<file path="config.mk">
export PLATFORM = sky130hd
export DESIGN_NAME = binary_to_bcd_display_scan_unit
export DESIGN_NICKNAME = d
export VERILOG_FILES = /design/src/rtl/core/bbds_pkg.sv /design/src/rtl/core/bbds_sequencer.sv /design/src/rtl/core/bbds_datapath.sv /design/src/rtl/core/binary_to_bcd_display_scan_unit.sv
export SDC_FILE = /design/constraint.sdc
export NUM_CORES = 1
export LEC_CHECK = 0
export ABC_AREA = 1
export BUFFER_PORTS_ARGS = -buffer_cell sky130_fd_sc_hd__buf_2
export CAP_MARGIN = 20
export CORE_MARGIN = 3
export CORE_UTILIZATION = 55
export CTS_BUF_LIST = sky130_fd_sc_hd__clkbuf_16
export DETAILED_ROUTE_END_ITERATION = 16
export PLACE_DENSITY_LB_ADDON = 0.3
export SLEW_MARGIN = 20
export SYNTH_ARGS = -nofsm -noshare
export SYNTH_HDL_FRONTEND = slang
export SYNTH_SLANG_ARGS = --single-unit
</file>
<file path="constraint.sdc">
create_clock -name clk -period 4 [get_ports clk]
set_clock_uncertainty 0.2 [all_clocks]
set_input_delay 0.6 -clock clk [delete_from_list [all_inputs] [get_ports clk]]
set_output_delay 0.6 -clock clk [all_outputs]
set_load 0.01 [all_outputs]
</file>
<file path="src/rtl/core/bbds_pkg.sv">
// Shared types, constants and the control program of the BCD display scan unit.
package bbds_pkg;

  localparam int VALUE_W      = 32;
  localparam int DABBLE_STEPS = 32;
  localparam int CNT_W        = 5;
  localparam int COUNT_W      = 4;
  localparam int BCD_W        = 4;
  localparam int TDATA_OUT_W  = 8;
  localparam int PADDR_W      = 3;
  localparam int PDATA_W      = 32;

  localparam logic [CNT_W-1:0] CNT_LAST_VAL = CNT_W'(DABBLE_STEPS - 1);

  typedef enum logic [1:0] {
    STEP_WAIT   = 2'd0,
    STEP_DABBLE = 2'd1,
    STEP_CHECK  = 2'd2,
    STEP_EMIT   = 2'd3
  } step_t;

  typedef enum logic [2:0] {
    COND_ALWAYS    = 3'd0,
    COND_IN_ACCEPT = 3'd1,
    COND_CNT_LAST  = 3'd2,
    COND_N_ZERO    = 3'd3,
    COND_EMIT_LAST = 3'd4
  } cond_t;

  typedef struct packed {
    logic  in_ready;
    logic  dabble;
    logic  idx_clear;
    logic  emit;
    cond_t cond;
    step_t target_t;
    step_t target_f;
  } ctrl_t;

  typedef struct packed {
    logic in_accept;
    logic cnt_last;
    logic n_zero;
    logic emit_last;
  } status_t;

  function automatic ctrl_t ucode(input step_t step);
    ctrl_t w;
    w = '0;
    unique case (step)
      STEP_WAIT: begin
        w.in_ready = 1'b1;
        w.cond     = COND_IN_ACCEPT;
        w.target_t = STEP_DABBLE;
        w.target_f = STEP_WAIT;
      end
      STEP_DABBLE: begin
        w.dabble   = 1'b1;
        w.cond     = COND_CNT_LAST;
        w.target_t = STEP_CHECK;
        w.target_f = STEP_DABBLE;
      end
      STEP_CHECK: begin
        w.idx_clear = 1'b1;
        w.cond      = COND_N_ZERO;
        w.target_t  = STEP_WAIT;
        w.target_f  = STEP_EMIT;
      end
      STEP_EMIT: begin
        w.emit     = 1'b1;
        w.cond     = COND_EMIT_LAST;
        w.target_t = STEP_WAIT;
        w.target_f = STEP_EMIT;
      end
      default: w = '0;
    endcase
    return w;
  endfunction

endpackage

</file>
<file path="src/rtl/core/bbds_sequencer.sv">
// Step counter and jump logic that walks the control program.
module bbds_sequencer
  import bbds_pkg::*;
(
  input  logic    clk,
  input  logic    rst,
  input  status_t status,
  output ctrl_t   ctrl
);

  step_t pc;
  step_t pc_next;
  logic  cond_true;

  always_comb begin
    ctrl = ucode(pc);
  end

  always_comb begin
    unique case (ctrl.cond)
      COND_ALWAYS:    cond_true = 1'b1;
      COND_IN_ACCEPT: cond_true = status.in_accept;
      COND_CNT_LAST:  cond_true = status.cnt_last;
      COND_N_ZERO:    cond_true = status.n_zero;
      COND_EMIT_LAST: cond_true = status.emit_last;
      default:        cond_true = 1'b0;
    endcase
    pc_next = cond_true ? ctrl.target_t : ctrl.target_f;
  end

  always_ff @(posedge clk) begin
    if (rst) begin
      pc <= STEP_WAIT;
    end else begin
      pc <= pc_next;
    end
  end

endmodule

</file>
<file path="src/rtl/core/bbds_datapath.sv">
// Double-dabble shift registers, digit index and output register.
module bbds_datapath
  import bbds_pkg::*;
#(
  parameter int MAX_DIGITS = 10
) (
  input  logic                   clk,
  input  logic                   rst,
  input  ctrl_t                  ctrl,
  input  logic [COUNT_W-1:0]     count,
  output status_t                status,
  input  logic                   s_tvalid,
  input  logic [VALUE_W-1:0]     s_tdata,
  output logic                   m_tvalid,
  input  logic                   m_tready,
  output logic [TDATA_OUT_W-1:0] m_tdata,
  output logic                   m_tlast
);

  localparam int DIG_IDX_W = (MAX_DIGITS > 1) ? $clog2(MAX_DIGITS) : 1;

  logic [VALUE_W-1:0] bin;
  logic [BCD_W-1:0]   bcd [MAX_DIGITS];
  logic [BCD_W-1:0]   adj [MAX_DIGITS];
  logic [CNT_W-1:0]   cnt;
  logic [COUNT_W-1:0] idx;
  logic [COUNT_W-1:0] sel;
  logic               in_accept;
  logic               emit_fire;
  logic               is_last;

  assign in_accept = s_tvalid & ctrl.in_ready;
  assign emit_fire = ctrl.emit & (~m_tvalid | m_tready);
  assign sel       = count - COUNT_W'(1) - idx;
  assign is_last   = (idx == count - COUNT_W'(1));

  always_comb begin
    for (int k = 0; k < MAX_DIGITS; k++) begin
      adj[k] = (bcd[k] >= BCD_W'(5)) ? bcd[k] + BCD_W'(3) : bcd[k];
    end
  end

  assign status.in_accept = in_accept;
  assign status.cnt_last  = (cnt == CNT_LAST_VAL);
  assign status.n_zero    = (count == '0);
  assign status.emit_last = emit_fire & is_last;

  always_ff @(posedge clk) begin
    if (in_accept) begin
      bin <= s_tdata;
      cnt <= '0;
      for (int k = 0; k < MAX_DIGITS; k++) begin
        bcd[k] <= '0;
      end
    end else if (ctrl.dabble) begin
      bin <= {bin[VALUE_W-2:0], 1'b0};
      cnt <= cnt + CNT_W'(1);
      bcd[0] <= {adj[0][BCD_W-2:0], bin[VALUE_W-1]};
      for (int k = 1; k < MAX_DIGITS; k++) begin
        bcd[k] <= {adj[k][BCD_W-2:0], adj[k-1][BCD_W-1]};
      end
    end
  end

  always_ff @(posedge clk) begin
    if (ctrl.idx_clear) begin
      idx <= '0;
    end else if (emit_fire) begin
      idx <= idx + COUNT_W'(1);
    end
  end

  always_ff @(posedge clk) begin
    if (emit_fire) begin
      m_tdata <= {idx, bcd[sel[DIG_IDX_W-1:0]]};
      m_tlast <= is_last;
    end
  end

  always_ff @(posedge clk) begin
    if (rst) begin
      m_tvalid <= 1'b0;
    end else if (emit_fire) begin
      m_tvalid <= 1'b1;
    end else if (m_tready) begin
      m_tvalid <= 1'b0;
    end
  end

endmodule

</file>
<file path="src/rtl/core/binary_to_bcd_display_scan_unit.sv">
// Top level of the binary to BCD display scan unit: register port and core.
// Converts each 32-bit unsigned value by 32 double-dabble shift steps, then
// emits one digit per cycle while the output is not held, most significant
// first, as many as digit_count sets (saturated at MAX_DIGITS; a count of
// zero emits nothing). An item runs through 32 shift steps and one check
// step, then n emit steps, n being the digit count, as the control program
// steps through them. Holding the output delays the item, and the next value
// can be taken in the cycle after the last digit is registered. The last digit
// waits in the output register while the next value is taken. Digits beyond
// the count are dropped, so the value shown is modulo 10 to the count.
module binary_to_bcd_display_scan_unit
  import bbds_pkg::*;
#(
  parameter int MAX_DIGITS = 10
) (
  input  logic                   clk,
  input  logic                   rst,
  input  logic                   psel,
  input  logic                   penable,
  input  logic                   pwrite,
  input  logic [PADDR_W-1:0]     paddr,
  input  logic [PDATA_W-1:0]     pwdata,
  output logic [PDATA_W-1:0]     prdata,
  output logic                   pready,
  input  logic                   s_tvalid,
  output logic                   s_tready,
  input  logic [VALUE_W-1:0]     s_tdata,   // [31:0] value
  output logic                   m_tvalid,
  input  logic                   m_tready,
  output logic [TDATA_OUT_W-1:0] m_tdata,   // [3:0] bcd_digit, [7:4] digit_select
  output logic                   m_tlast
);

  logic [COUNT_W-1:0] digit_count;
  logic [COUNT_W-1:0] count;
  ctrl_t              ctrl;
  status_t            status;

  assign pready = 1'b1;
  assign prdata = (paddr[2] == 1'b0) ? PDATA_W'(digit_count) : '0;

  always_ff @(posedge clk) begin
    if (rst) begin
      digit_count <= COUNT_W'(3);
    end else if (psel && penable && pwrite && pready && (paddr[2] == 1'b0)) begin
      digit_count <= pwdata[COUNT_W-1:0];
    end
  end

  assign count = (digit_count > COUNT_W'(MAX_DIGITS)) ? COUNT_W'(MAX_DIGITS) : digit_count;

  assign s_tready = ctrl.in_ready;

  bbds_sequencer u_seq (
    .clk    (clk),
    .rst    (rst),
    .status (status),
    .ctrl   (ctrl)
  );

  bbds_datapath #(
    .MAX_DIGITS (MAX_DIGITS)
  ) u_dp (
    .clk      (clk),
    .rst      (rst),
    .ctrl     (ctrl),
    .count    (count),
    .status   (status),
    .s_tvalid (s_tvalid),
    .s_tdata  (s_tdata),
    .m_tvalid (m_tvalid),
    .m_tready (m_tready),
    .m_tdata  (m_tdata),
    .m_tlast  (m_tlast)
  );

endmodule

</file>
== After elaboration in Yosys (flattened, before gate mapping) ==
Memories as Yosys holds them, arrays and structs flattened. A register that Yosys moved wholly into a read port is not among the register bits.
Index checks and enable logic that the tools add are counted.

* Register bits after elaboration: 57
* Bits in writable memories: 40
* Input bits: 74
* Output and inout bits: 44
* Memories kept: 1

* Add/subtract/negate cells: 14
* $lt $le $gt $ge: 11
* Eq/ne operators: 9
* Mux-type cells: 38
* Bitwise operators: 16
* Reduce and logical (&&, ||, !) cells: 8

{| class="wikitable"
|+ Memory list
! memory !! depth !! bits a word !! rd ports !! clocked after Yosys merged registers in !! wr ports !! RTL line !! source
|-
| u_dp.bcd || 10 || 4 || 11 || 1 || 10 || bbds_datapath.sv:23 || <nowiki>logic [BCD_W-1:0] bcd [MAX_DIGITS];</nowiki>
|}

{| class="wikitable"
|+ Operator list
! kind !! count
|-
| 4-bit two-way mux || 21
|-
| 32-bit two-way mux || 2
|-
| 4-bit by 3-bit greater-or-equal comparator with 1-bit output (second input constant) || 10
|-
| 4-bit by 2-bit adder with 4-bit output (second input constant) || 9
|-
| 7-bit case mux with 4 select lines || 1
|-
| 1-bit two-way mux || 11
|-
| 1-bit bitwise OR || 11
|-
| 3-bit by 2-bit == test with 1-bit output (second input constant) || 2
|-
| 5-bit by 1-bit adder with 5-bit output (second input constant) || 1
|-
| 5-bit == test (second input constant) || 1
|-
| 1-bit case mux with 5 select lines || 1
|-
| 4-bit by 1-bit adder with 4-bit output (second input constant) || 1
|-
| 2-bit == test (second input constant) || 2
|-
| 4-bit == test || 1
|-
| 4-bit > comparator (second input constant) || 1
|-
| 4-bit zero test || 1
|-
| 2-bit nonzero test || 2
|-
| 4-bit by 1-bit subtractor with 4-bit output (second input constant) || 1
|-
| 4-bit subtractor || 1
|-
| 3-bit by 2-bit adder with 3-bit output (second input constant) || 1
|-
| 1-bit bitwise AND || 3
|-
| 3-bit by 1-bit == test with 1-bit output (second input constant) || 1
|-
| 3-bit == test (second input constant) || 1
|-
| 1-bit logical AND || 3
|-
| 6 further kinds || 7
|}

== Longest topological paths before layout ==
Gate-level depths: netlist of the first run.

* Depth in word-level cells: 7
* Mapped depth: 13
* Gate-level depth less buffers: 13

== By module ==
A second synthesis of the first run with hierarchy kept.

* Cell total of the unflattened synthesis: 695
* Area total of the unflattened synthesis: 5760.5 µm²

{| class="wikitable"
|+ Modules (own cells, without submodules)
! module !! instances !! cells each !! area an instance (µm²) !! seq. area each (µm²)
|-
| bbds_datapath || 1 || 585 || 5047.3 || 2632.5
|-
| binary_to_bcd_display_scan_unit || 1 || 74 || 479.2 || 80.1
|-
| bbds_sequencer || 1 || 36 || 234.0 || 40.0
|}

== Worst setup path before layout of the first run ==
Ideal clock, no wire load.

* Path kind: input-to-reg
* From: input port s_tvalid
* To: memory u_dp.bcd[0][0], enable pin
* Arrival time: 2190 ps
* Slack: 866 ps
* Stages: 3
* Buffers on the path: 1
* Cells stage by stage: nand2_1 -> clkbuf_1 -> nand2_1

{| class="wikitable"
|+ RTL lines
! item !! RTL line !! source
|-
| start: declaration || binary_to_bcd_display_scan_unit.sv:25 || <nowiki>input logic s_tvalid,</nowiki>
|-
| end: declaration || bbds_datapath.sv:23 ||
|}

== Worst setup path in the final report of the first run ==
* From: register digit_count[2]
* To: register u_dp.m_tdata[0], read port of u_dp.bcd (data pin)

* Word-level cells in the longest chain between the ends: 4

{| class="wikitable"
|+ RTL lines
! item !! RTL line !! source
|-
| start: declaration || binary_to_bcd_display_scan_unit.sv:34 || <nowiki>logic [COUNT_W-1:0] digit_count;</nowiki>
|-
| start signal: assignment || binary_to_bcd_display_scan_unit.sv:46 || <nowiki>digit_count <= pwdata[COUNT_W-1:0];</nowiki>
|-
| 4-bit > comparator || binary_to_bcd_display_scan_unit.sv:50 || <nowiki>assign count = (digit_count > COUNT_W'(MAX_DIGITS)) ? COUNT_W'(MAX_DIGITS) : digit_count;</nowiki>
|-
| 4-bit two-way mux * || binary_to_bcd_display_scan_unit.sv:50 ||
|-
| 4-bit by 1-bit subtractor with 4-bit output * || bbds_datapath.sv:34 || <nowiki>assign sel = count - COUNT_W'(1) - idx;</nowiki>
|-
| 4-bit subtractor * || bbds_datapath.sv:34 ||
|-
| end: declaration || bbds_datapath.sv:16 || <nowiki>output logic [TDATA_OUT_W-1:0] m_tdata,</nowiki>
|}

Every way passes the cells marked *; elsewhere a longest branch is shown, timed or not.
A chain may end at the register's enable or synchronous reset.

==> results of run 1 <==
==> cell type report <==
class	instances	area [sq um]	share of cell area, %
Clock buffer	9	225	3.72
Clock inverter	7	82.6	1.37
Timing Repair Buffer	61	325	5.38
Tap cell	129	161	2.67
Sequential cell	97	2750	45.5
Multi-Input combinational cell	446	2210	36.6
Inverter	77	289	4.78
==> worst paths after layout <==
check,startpoint,to,slack (ps),cells after the start
max,digit_count[2],u_dp.m_tdata[0],1130,10
min,u_dp.idx[1],u_dp.m_tdata[5],270,0
max reg2reg,digit_count[2],u_dp.m_tdata[0],1130,10
min reg2reg,u_dp.idx[1],u_dp.m_tdata[5],270,0
==> cells by family (layout without fill, tap and decap cells) <==
family | Yosys count | after routing
simple gates | 284 | 284
buf+inv | 123 | 154
compound gates | 101 | 101
flops | 97 | 97
fa+ha+maj | 26 | 26
xor+xnor | 6 | 6
other cells | 2 | 29
==> flip-flops by register name, summed over array words and instances (netlist names), 2 cells and up <==
register      flops
u_dp.bcd         40
u_dp.bin         32
u_dp.idx          4
u_dp.cnt          5
u_dp.m_tdata      8
u_seq.pc          2
digit_count       4
==> cells in the final DEF, fill, tap and decap left out, drive strengths merged <==
cell type  instances
nand2            167
edfxtp            81
inv               81
buf               61
nand3             56
o21ai             51
nor2              50
a21oi             40
conb              29
ha                25
dfxtp             16
clkbuf             9
nor3               8
a211oi             7
xor2               4
xnor2              2
o211ai             2
clkinvlp           2
or2                1
a21boi             1
and3               1
nor4               1
fa                 1
bufinv             1
==> power groups by stage <==
stage                     sequential (mW)  combinational, mW  clock (mW)
after detailed placement             1.31              0.481           0
after CTS                            1.29              0.485       0.910
after global placement               1.30              0.457           0
after global routing                 1.30              0.560       0.951
after floorplan                      1.30              0.386           0
final                                1.29              0.485       0.892
==> per-stage QoR <==
stage                     worst slack (ps)  util, %  total power [mW]
after CTS                             1140     64.0              2.68
after global routing                   890     64.0              2.81
final                                 1130     64.0              2.67
after detailed placement              1160     60.7              1.79
after global placement                1230     60.7              1.76
after floorplan                        866        -              1.68
==> synth_stat cells <==
master    count
ha_1         25
nand3_1      54
conb_1        2
nor4_1        1
inv_1        75
fa_1          1
nor2_1       50
nand2_4       2
a21boi_0      1
dfxtp_1      16
edfxtp_1     81
o21ai_0      51
buf_2         1
a21oi_1      40
nand2_1     163
buf_1         2
o211ai_1      2
clkbuf_1      8
nand3_2       2
buf_6         4
a211oi_1      7
nor3_1        8
inv_2         2
nand2_2       2
and3_1        1
xnor2_1       2
xor2_1        4
or2_2         1
buf_4        31
==> metal layers <==
layer | track usage (%) | vias up | share of wire [%]
li1 | - | 2164 | -
met1 | 24.6 | 1962 | 44
met2 | 33.0 | 108 | 50
met3 | 3.74 | 6 | 5.2
met4 | 6.20 | 0 | 0.52
met5 | 0 | - | 0
==> summary.md, run 1 <==
| Metric | Value |
|---|---|
| Mapped cell area | `5470 sq um` |
| Combinational family with the most area after synthesis | `simple AND/OR/NAND/NOR gates` |
| Timing-limited maximum frequency | `0.348 GHz` |
| Ordered list of cells on the worst path | `inv_1 > nand2_1 > nand2_2 > nand3_2 > fa_1 > inv_1 > nand3_1 > nand3_1 > nand3_1 > nand2_1` |
| Filler instances | `803` |
| Adder-cell share of the synthesized area | `6.09%` |
| Max IR drop VDD | `0.289 mV` |
| Number of global-route vias before repair | `4031` |
| Initial antenna violation count | `0` |
| Critical-path maximum fanout | `20` |
| Pwr Density | `441 nW/um^2` |
| Seq/Total Area, Yosys | `50.3%` |
| Startpoint type of the worst setup path | `flip-flop` |
| Initial core utilization | `57.8%` |
| Final wirelength | `roughly 11000 um` |
| CTS Hold Buffers Added | `0` |
| Leakage component of the power | `around 2.8 nW` |
| Die W | `106 um` |
| Share of final-layout standard cells stronger than drive strength 1 | `12.6%` |
| WP buf/inv | `2` |
| Clock tree from TritonCTS | `done` |
| Number of cells after detailed placement | `between 800 and 900` |
| Post-detailed-placement half-perimeter wirelength | `7440 um` |
| Post-route minimum period | `around 2900 ps` |
| Slowest Stage Delay on Critical Path | `roughly 840 ps` |
| Family of cells with the greatest summed delay on the critical path | `simple AND/OR/NAND/NOR gates` |
| Congestion Overflow GR | `0` |
| Critical path arrival | `approximately 2800 ps` |
| Post-Synth XOR/XNOR Area | `0.961%` |
| Total GRT Usage | `19.3%` |
| Complex-gate fraction of the synthesized area | `9.70%` |
| Cell area after layout | `6050 sq um` |
| Synth Warn # | `0` |
| Max transition margin | `39.2%` |
| Category of the worst setup path capture point | `flip-flop` |
| Final antenna-violating net count | `0` |
| Pre-antenna DRT Iters | `4` |
| Average cell area after synthesis | `8.56 sq um` |
| Post-synthesis cell type count | `29` |
| Worst-Skew Late Latency | `340 ps` |
| Worst Tran Pin Value | `911 ps` |
| DR WL/cell | `12.8 um` |
| Synth top area cells | `edfxtp_1 44%, nand2_1 11%, dfxtp_1 5.9%` |
| First DRT Iteration DRCs | `between 150 and 200` |
| Multiplexer area fraction after synthesis | `0%` |
| Total count of max-transition violations in the final report | `0` |
| Number of max-capacitance violations reported | `0` |
| Number of synthesized register bits | `slightly below 100` |
| Final cell count without fillers | `between 800 and 900` |
| Antenna diode instance count | `0` |
| Standard cell area after detailed placement | `roughly 5700 sq um` |
| Int Pwr | `about 1.9 mW` |
| Switching power as a share of total power | `about 29%` |
| Final Cycle Share | `71.8%` |
| Clock-pin slew reported for the worst setup and hold paths after clock tree synthesis | `~70 ps` |
| Setup CP Type | `reg2reg` |
| Detail-routed via count per cell | `5.13` |
| Critical path's most frequent cell | `nand3_1` |
| Area of the placeable core | `9460 sq um` |
| Site Rows | `35` |
| Number of gates resized after CTS | `0` |
| Clock root buffer | `clkbuf_16` |
| Share of power burned in the clock network | `about a third` |
| Final estimated routing congestion in global placement | `0.812` |
| Largest area contributor in the netlist | `edfxtp_1` |
| CP max-delay cell | `fa_1` |
| Worst hold slack | `273 ps` |
| Clock tree buffer depth | `2` |
| Setup repair after global routing missed its margin | `no` |
| Final number of setup-violating endpoints | `0` |
| DR vias | `4240` |
| # port buffers | `58` |
| Area growth syn-to-layout | `10.6%` |
| Clock buffers created by TritonCTS | `9` |
| Number of placed I/O pins | `roughly 120` |
| CTS HTree Levels | `3` |
| Status | `finished clean` |
| Relative contribution of sequential cells to total power | `48.3%` |
| NetSw | `0.776 mW` |
| Number of setup buffers added after CTS | `0` |
| Class of the most critical hold timing path | `reg2reg` |
| Final Hold Fails | `0` |
| Combinational power share | `a little under a fifth` |
| Fraction of the mapped netlist area in simple logic gates | `21.6%` |
| DRC violations left | `0` |
| Number of instances in the synthesized netlist | `639` |
| Setup tns final | `0 ps` |
| Final #Nets | `792` |
| Die height | `106 um` |
| Post-synth top area share | `44.5%` |
| Clk sink count | `97` |
| Global-route wire length before repair | `17600 um` |
| Pin count of the biggest net entering global routing | `42` |
| Die area | `roughly 11000 sq um` |
| Worst endpoint required time | `3900 ps` |
No activity file was read; power rests on OpenSTA's default activity.
==> inputs of run 2 (changes only) <==
--- a/config.mk
+++ b/config.mk
@@ -5,7 +5,7 @@
 export SDC_FILE = /design/constraint.sdc
 export NUM_CORES = 1
 export LEC_CHECK = 0
-export ABC_AREA = 1
+export ABC_AREA = 0
 export BUFFER_PORTS_ARGS = -buffer_cell sky130_fd_sc_hd__buf_2
 export CAP_MARGIN = 20
 export CORE_MARGIN = 3
==> constraint.sdc (replaced) <==
create_clock -name clk -period 2.8 [get_ports clk]
set_clock_uncertainty 0.2 [all_clocks]
set_input_delay 0.42 -clock clk [delete_from_list [all_inputs] [get_ports clk]]
set_output_delay 0.42 -clock clk [all_outputs]
set_load 0.01 [all_outputs]
==> run 2 against run 1 <==
Worst setup slack worse by 1200 ps. Largest power group unchanged. Largest cell class unchanged. Highest routed layer unchanged. Count of clock-buffer cells in the layout unchanged. Non-clock buffer count up 18. The flow now finishes with violations (negative setup slack). Synthesized area down 1.5%. First-iteration DRC count shrank 24%. Clock power up 32%. Die area is 1.4% lower. Total power up 97%. Global-route usage decreased by 1.3 points. Wire length shrank 9.9%.
==> summary.md, run 2 <==
| Metric | Value |
|---|---|
| Count of flip-flops with a built-in enable after synthesis | `81 (unchanged)` |
| Final cell count without fillers | `681 (-18%)` |
| Most common cell after layout, fill and taps aside | `edfxtp_1` |
| Area of the placeable core | `9370 sq um (-0.93%)` |
| Max IR drop VDD | `0.510 mV (+76%)` |
| Worst R2R Path Depth | `6 (-4)` |
| Family of cells with the greatest summed delay on the critical path | `multiplexers` |
| FF-to-FF End | `u_dp.m_tdata[2]` |
| Most flop-heavy register | `u_dp.bcd` |
| Clock-pin slew reported for the worst setup and hold paths after clock tree synthesis | `70 ps (about the same)` |
| Number of max-capacitance violations reported | `0 (unchanged)` |
| First DRT Iteration DRCs | `143 (-24%)` |
| Critical path's most frequent cell | `mux4_2` |
| Sequential cell area | `2770 sq um (+0.45%)` |
| Mapped cell area | `5390 sq um (-1.5%)` |
| Max transition margin | `52.1% (+13 points)` |
| Number of cells after detailed placement | `663 (-18%)` |
| Clk sink count | `97 (unchanged)` |
| Critical path arrival | `2710 ps (-60 ps)` |
| Number of placed I/O pins | `118 (unchanged)` |
| Post-route minimum period | `2840 ps (-36.0 ps)` |
| Critical-path maximum fanout | `8 (-60%)` |
| Synth Warn # | `0 (unchanged)` |
| Timing-limited maximum frequency | `0.353 GHz (+1.3%)` |
| Setup repair after global routing missed its margin | `yes` |
| Class of the most critical hold timing path | `in2reg` |
| CTS HTree Levels | `3 (unchanged)` |
| Final number of setup-violating endpoints | `3 (+3)` |
| Seq/Total Area, Yosys | `51.1% (+0.77 points)` |
| Setup CP Type | `reg2reg` |
| Cell area after layout | `6220 sq um (+2.9%)` |
| CP max-delay cell | `fa_2` |
| Category of the worst setup path capture point | `flip-flop` |
| WP buf/inv | `1 (-1)` |
| Slowest Stage Delay on Critical Path | `610 ps (-230 ps)` |
| Share of async-settable or async-resettable flops after synthesis | `0% (unchanged)` |
| Post-synthesis cell type count | `44 (+52%)` |
| Leakage component of the power | `2.48 nW (-11%)` |
| Global-route wire length before repair | `16100 um (-8.8%)` |
| Number of cells on the critical path | `6 (-4)` |
| Area growth syn-to-layout | `15.5%` |
| Pwr Density | `846 nW/um^2 (+92%)` |
| Standard cell area after detailed placement | `5860 sq um (+2.1%)` |
| Failing checks | `negative setup slack` |
| Clock tree from TritonCTS | `done` |
| Final Hold Fails | `0 (unchanged)` |
| DRC violations left | `0 (unchanged)` |
| # port buffers | `58 (unchanged)` |
| Post-synth top area share | `45.2% (+0.68 points)` |
| Average cell area after synthesis | `11.4 sq um (+33%)` |
| Startpoint type of the worst setup path | `flip-flop` |
| Final #Nets | `647 (-18%)` |
| Primary FF master, synth | `edfxtp_1` |
| DR WL/cell | `14.0 um (+9.3%)` |
| Clock tree buffer depth | `2 (unchanged)` |
| Initial core utilization | `57.5% (-0.34 points)` |
| Pin count of the biggest net entering global routing | `42 (unchanged)` |
| Final Cycle Share | `101% (+29 points)` |
| Clock buffers created by TritonCTS | `9 (unchanged)` |
| DR vias | `3542 (-16%)` |
| Synth top area cells | `edfxtp_1 45%, mux2_2 6.7%, dfxtp_1 5.9%` |
| Initial antenna violation count | `0 (unchanged)` |
| Largest area contributor in the netlist | `edfxtp_1` |
| Die W | `105 um (-0.71%)` |
| Site Rows | `35 (unchanged)` |
| Number of global-route vias before repair | `3459 (-14%)` |
| Post-detailed-placement half-perimeter wirelength | `6970 um (-6.4%)` |
| Antenna diode instance count | `0 (unchanged)` |
| Worst Tran Pin Value | `712 ps (-198 ps)` |
| Pre-antenna DRT Iters | `4 (unchanged)` |
| Share of final-layout standard cells stronger than drive strength 1 | `29.3% (+17 points)` |
| Largest regs | `u_dp.bcd (40), u_dp.bin (32), u_dp.m_tdata (8)` |
| Largest register FFs | `40 (unchanged)` |
| Final estimated routing congestion in global placement | `0.817 (+0.67%)` |
| Number of instances in the synthesized netlist | `472 (-26%)` |
| Count leader, synth | `edfxtp_1` |
| Most common library cells after synthesis | `81 x edfxtp_1, 55 x nor2_1, 36 x a21oi_1, 36 x nand2_1, 32 x mux2_2` |
| Congestion Overflow GR | `0 (unchanged)` |
| Total GRT Usage | `17.9% (-1.3 points)` |
| Worst slack after detailed placement | `-55.0 ps (-1210 ps)` |
| R2R setup slack | `-40 ps (-1160 ps)` |
| Final WS setup | `-36.8 ps (-1160 ps)` |
| Worst reg2reg startpoint | `digit_count[2]` |
| Area used by multi-input combinational logic | `2440 sq um (+10%)` |
| Status | `finished, violations left` |
| Filler instances | `739 (-8.0%)` |
| Die height | `105 um (-0.71%)` |
| Ordered list of cells on the worst path | `o21ai_4 > nand3_2 > fa_2 > buf_12 > mux4_2 > mux4_2` |
| Start point of the critical path | `digit_count[2]` |
| Clock root buffer | `clkbuf_16` |
| Leading cell types in the layout, fill and taps excluded | `81 x edfxtp_1, 58 x buf_2, 55 x nor2_1` |
| Total count of max-transition violations in the final report | `0 (unchanged)` |
| Number of synthesized register bits | `97 (unchanged)` |
| Die area | `11000 sq um (-1.4%)` |
| Final antenna-violating net count | `0 (unchanged)` |
| Worst endpoint required time | `2670 ps (-1230 ps)` |
| Setup tns final | `-90.2 ps (-90.2 ps)` |
| Worst hold slack | `97.6 ps (-176 ps)` |
| Worst-Skew Late Latency | `340 ps (about the same)` |
| End of the critical path | `u_dp.m_tdata[2]` |
| Final wirelength | `9550 um (-9.9%)` |
| Detail-routed via count per cell | `5.20 (+1.3%)` |
[run 2: changes by cell type in the layout (fill, tap and decap cells not counted), sizes merged, moves of 5 or more]
cell    before  now
nor2        50   55
nand2      167   37
inv         81   28
nor2b        0    5
mux4         0    9
mux2         0   32
nand3       56    5
xor2         4   12
buf         61   79
o21ai       51   17
nand2b       0   13
xnor2        2   16
[run 2: worst min path at each step]
stage	startpoint	to	slack, ps	depth (start not counted)
finish	pwdata[1]	digit_count[1]	100	3
global route	pwdata[1]	digit_count[1]	110	3
global placement	u_dp.cnt[4]	u_dp.cnt[4]	250	2
floorplan	u_dp.idx[2]	u_dp.m_tdata[6]	230	0
CTS	pwdata[1]	digit_count[1]	80	3
detailed placement	u_dp.idx[2]	u_dp.m_tdata[6]	260	0
[run 2: cell type report]
type,count,area share (%)
flip-flops and latches,97,44.4
multi-input cells,335,39.2
repair buffers,79,7.60
clock buffers,9,3.62
well taps,129,2.59
inverters,25,1.51
clock inverters,7,1.01
[run 2: cell families after synthesis]
kind of cell	after synthesis	share of synthesized area [%]
buf+inv	67	6.97
mux	45	11.2
compound gates	69	7.60
other cells	2	0.139
fa+ha+maj	26	6.18
xor+xnor	28	5.18
simple gates	138	11.6
flops	97	51.1
[run 2: what timing repair did]
| action | in CTS | in global routing |
|---|---|---|
| buffers inserted | 1 | 1 |
| endpoints found under the setup margin | 4 | 4 |
| resized for setup | 8 | 10 |
| pin swaps | 1 | 7 |
| hold buffers | 0 | 0 |
[run 2: report_power, final]
part / internal [mW] / leakage, nW / switching (mW)
sequential: 1.99 / 0.942 / 0.226
combinational: 0.925 / 1.41 / 0.945
clock: 0.619 / 0.132 / 0.559
total: 3.53 / 2.48 / 1.73
[run 2: metrics by stage]
stage | power, mW | utilization [%]
after detailed placement | 4.06 | 62.5
after floorplan | 3.59 | -
after global routing | 5.59 | 66.4
after global placement | 3.98 | 62.5
after CTS | 5.27 | 65.9
final | 5.26 | 66.4
[run 2: worst register-to-register path: cells and delay by family, from the launching register on]
family,cells,cell delay (ps)
buffers and inverters,1,140
flip-flops,1,360
adder cells (fa/ha/maj),1,610
AO/OA/AOI/OAI,1,150
AND/OR/NAND/NOR,1,90
multiplexers,2,1030
[run 2: per-layer routing]
layer / part of all wire, % / global-route usage (%) / up-vias
met2: 50 / 29.2 / 75
met3: 4.3 / 4.88 / 9
met1: 44 / 23.4 / 1695
met4: 1.3 / 5.53 / 0
li1: - / - / 1763
met5: 0 / 0 / -
==> inputs of run 3 (changes only) <==
--- a/config.mk
+++ b/config.mk
@@ -17,3 +17,4 @@
 export SYNTH_ARGS = -nofsm -noshare
 export SYNTH_HDL_FRONTEND = slang
 export SYNTH_SLANG_ARGS = --single-unit
+export TNS_END_PERCENT = 50
==> run 3 against run 2 <==
The run still ends with negative setup slack left. Die area unchanged. Non-clock buffer count up 5. Utilization up 0.95 points. Via count up 1.8%. Sequential cell count unchanged. Wire length up 4.7%. First-iteration DRC count down 8.4%. Fmax up 0.72%.
==> summary.md, run 3 (synthesis gave the netlist of run 2 again) <==
| Metric | Value |
|---|---|
| Clock buffers created by TritonCTS | `9 (unchanged)` |
| Final number of setup-violating endpoints | `3 (unchanged)` |
| Max IR drop VDD | `0.659 mV (+29%)` |
| Timing-limited maximum frequency | `0.355 GHz (+0.72%)` |
| Worst hold slack | `106 ps (+8.03 ps)` |
| Fraction of the core area covered by cells at the end of the flow | `67.4% (+0.95 points)` |
| Pwr Density | `865 nW/um^2 (+2.3%)` |
| CTS HTree Levels | `3 (unchanged)` |
| Largest regs | `u_dp.bcd (40), u_dp.bin (32), u_dp.m_tdata (8)` |
| Clock root buffer | `clkbuf_16` |
| Congestion Overflow GR | `0 (unchanged)` |
| Total GRT Usage | `18.4% (+0.49 points)` |
| Global-route wire length before repair | `16400 um (+2.3%)` |
| Leading cell types in the layout, fill and taps excluded | `81 x edfxtp_1, 58 x buf_2, 54 x nor2_1` |
| Max transition margin | `53.1% (+1.1 points)` |
| Site Rows | `35 (unchanged)` |
| Failing checks | `negative setup slack` |
| Post-route minimum period | `2820 ps (-20.2 ps)` |
| Die area | `11000 sq um (unchanged)` |
| Antenna diode instance count | `0 (unchanged)` |
| Pre-antenna DRT Iters | `4 (unchanged)` |
| Critical path arrival | `2710 ps (about the same)` |
| Most flop-heavy register | `u_dp.bcd` |
| Detail-routed via count per cell | `5.26 (+1.1%)` |
| CTS Hold Buffers Added | `0 (unchanged)` |
| Clock-pin slew reported for the worst setup and hold paths after clock tree synthesis | `70 ps (about the same)` |
| Initial core utilization | `57.5% (unchanged)` |
| Filler instances | `703 (-4.9%)` |
| Startpoint type of the worst setup path | `flip-flop` |
| Cell area after layout | `6310 sq um (+1.4%)` |
| Number of placed I/O pins | `118 (unchanged)` |
| Largest register FFs | `40 (unchanged)` |
| Die height | `105 um (unchanged)` |
| Final WS setup | `-16.6 ps (+20.2 ps)` |
| Post-detailed-placement half-perimeter wirelength | `6940 um (-0.41%)` |
| DRC violations left | `0 (unchanged)` |
| # port buffers | `58 (unchanged)` |
| Clock tree buffer depth | `2 (unchanged)` |
| Area of the placeable core | `9370 sq um (unchanged)` |
| Number of max-capacitance violations reported | `0 (unchanged)` |
| Worst Tran Pin Value | `697 ps (-15.7 ps)` |
| Area growth syn-to-layout | `17.2%` |
| Total count of max-transition violations in the final report | `0 (unchanged)` |
| Category of the worst setup path capture point | `flip-flop` |
| Clock tree from TritonCTS | `done` |
| First DRT Iteration DRCs | `131 (-8.4%)` |
| Class of the most critical hold timing path | `in2reg` |
| Share of final-layout standard cells stronger than drive strength 1 | `30.2% (+0.81 points)` |
| Final Hold Fails | `0 (unchanged)` |
| Setup CP Type | `reg2reg` |
| Pin count of the biggest net entering global routing | `42 (unchanged)` |
| Clk sink count | `97 (unchanged)` |
| Final #Nets | `652 (+0.77%)` |
| Final antenna-violating net count | `0 (unchanged)` |
| Setup repair after global routing missed its margin | `yes` |
| Status | `finished, violations left` |
| Worst R2R Path Depth | `8 (+2)` |
| Number of global-route vias before repair | `3613 (+4.5%)` |
| Die W | `105 um (unchanged)` |
| Standard cell area after detailed placement | `5870 sq um (+0.23%)` |
| Leakage component of the power | `2.54 nW (+2.2%)` |
| Final Cycle Share | `101% (-0.72 points)` |
| Most common cell after layout, fill and taps aside | `edfxtp_1` |
| Worst endpoint required time | `2690 ps (+20 ps)` |
| Number of cells on the worst hold path | `3 (unchanged)` |
| Final wirelength | `9990 um (+4.7%)` |
| Final estimated routing congestion in global placement | `0.817 (-0.11%)` |
| Critical-path maximum fanout | `8 (unchanged)` |
| DR vias | `3607 (+1.8%)` |
| Worst-Skew Late Latency | `340 ps (about the same)` |
| DR WL/cell | `14.6 um (+3.9%)` |
| Initial antenna violation count | `0 (unchanged)` |
run 3: changes by cell type in the layout (fill, tap and decap cells not counted), sizes merged:
cell	delta
clkinv	+2
clkinvlp	-3
inv	-1
bufinv	+2
buf	+5
run 3: critical path, cell delays in order, from the launching register on:
cell	delay, ps
dfxtp_4	370
o21ai_4	160
nand3_2	90
fa_2	570
buf_12	140
mux4_2	520
o21ai_0	90
a211oi_1	100
a311o_2	320
run 3: per-layer routing:
layer,global-route usage [%],wire length [um],vias to the layer above
met3,4.45,516,11
met5,0,0,-
li1,-,-,1774
met1,23.0,4250,1732
met4,6.19,132,0
met2,31.4,5090,90
run 3: layout make-up:
cell class | count | area, sq um | area share (%)
Clock buffer | 9 | 225 | 3.57
Timing Repair Buffer | 84 | 514 | 8.15
Multi-Input combinational cell | 335 | 2460 | 39.0
Inverter | 25 | 93.8 | 1.49
Tap cell | 129 | 161 | 2.56
Sequential cell | 97 | 2770 | 43.8
Clock inverter | 7 | 91.3 | 1.45
run 3: worst paths after layout:
kind                     end  slack, ps            from
min           digit_count[1]        110       pwdata[1]
min reg2reg      u_dp.cnt[4]        270     u_dp.cnt[4]
max reg2reg  u_dp.m_tdata[3]        -20  digit_count[2]
max          u_dp.m_tdata[3]        -20  digit_count[2]
run 3: power by group:
part / internal, mW / leakage, nW / switching [mW] / total [mW]
Combinational: 0.972 / 1.44 / 0.961 / 1.93
Sequential: 1.99 / 0.942 / 0.222 / 2.21
Clock: 0.783 / 0.158 / 0.535 / 1.32
run 3: repair_timing:
action                                  CTS  global route
pin swaps                                 5             3
gates resized for setup                  14            14
endpoints found under the setup margin    4             4
buffers inserted                          1             2
gates cloned                              0             0
run 3: per-stage QoR:
stage / power (mW) / instances / TNS [ps] / worst slack, ps
global placement: 3.99 / 667 / -281 / -85.8
detailed placement: 4.06 / 667 / -431 / -116
global route: 5.79 / 686 / -249 / -69.9
floorplan: 3.58 / 499 / -56.9 / -56.9
finish: 5.46 / 686 / -35.3 / -16.6
CTS: 5.44 / 684 / 0 / 0.836
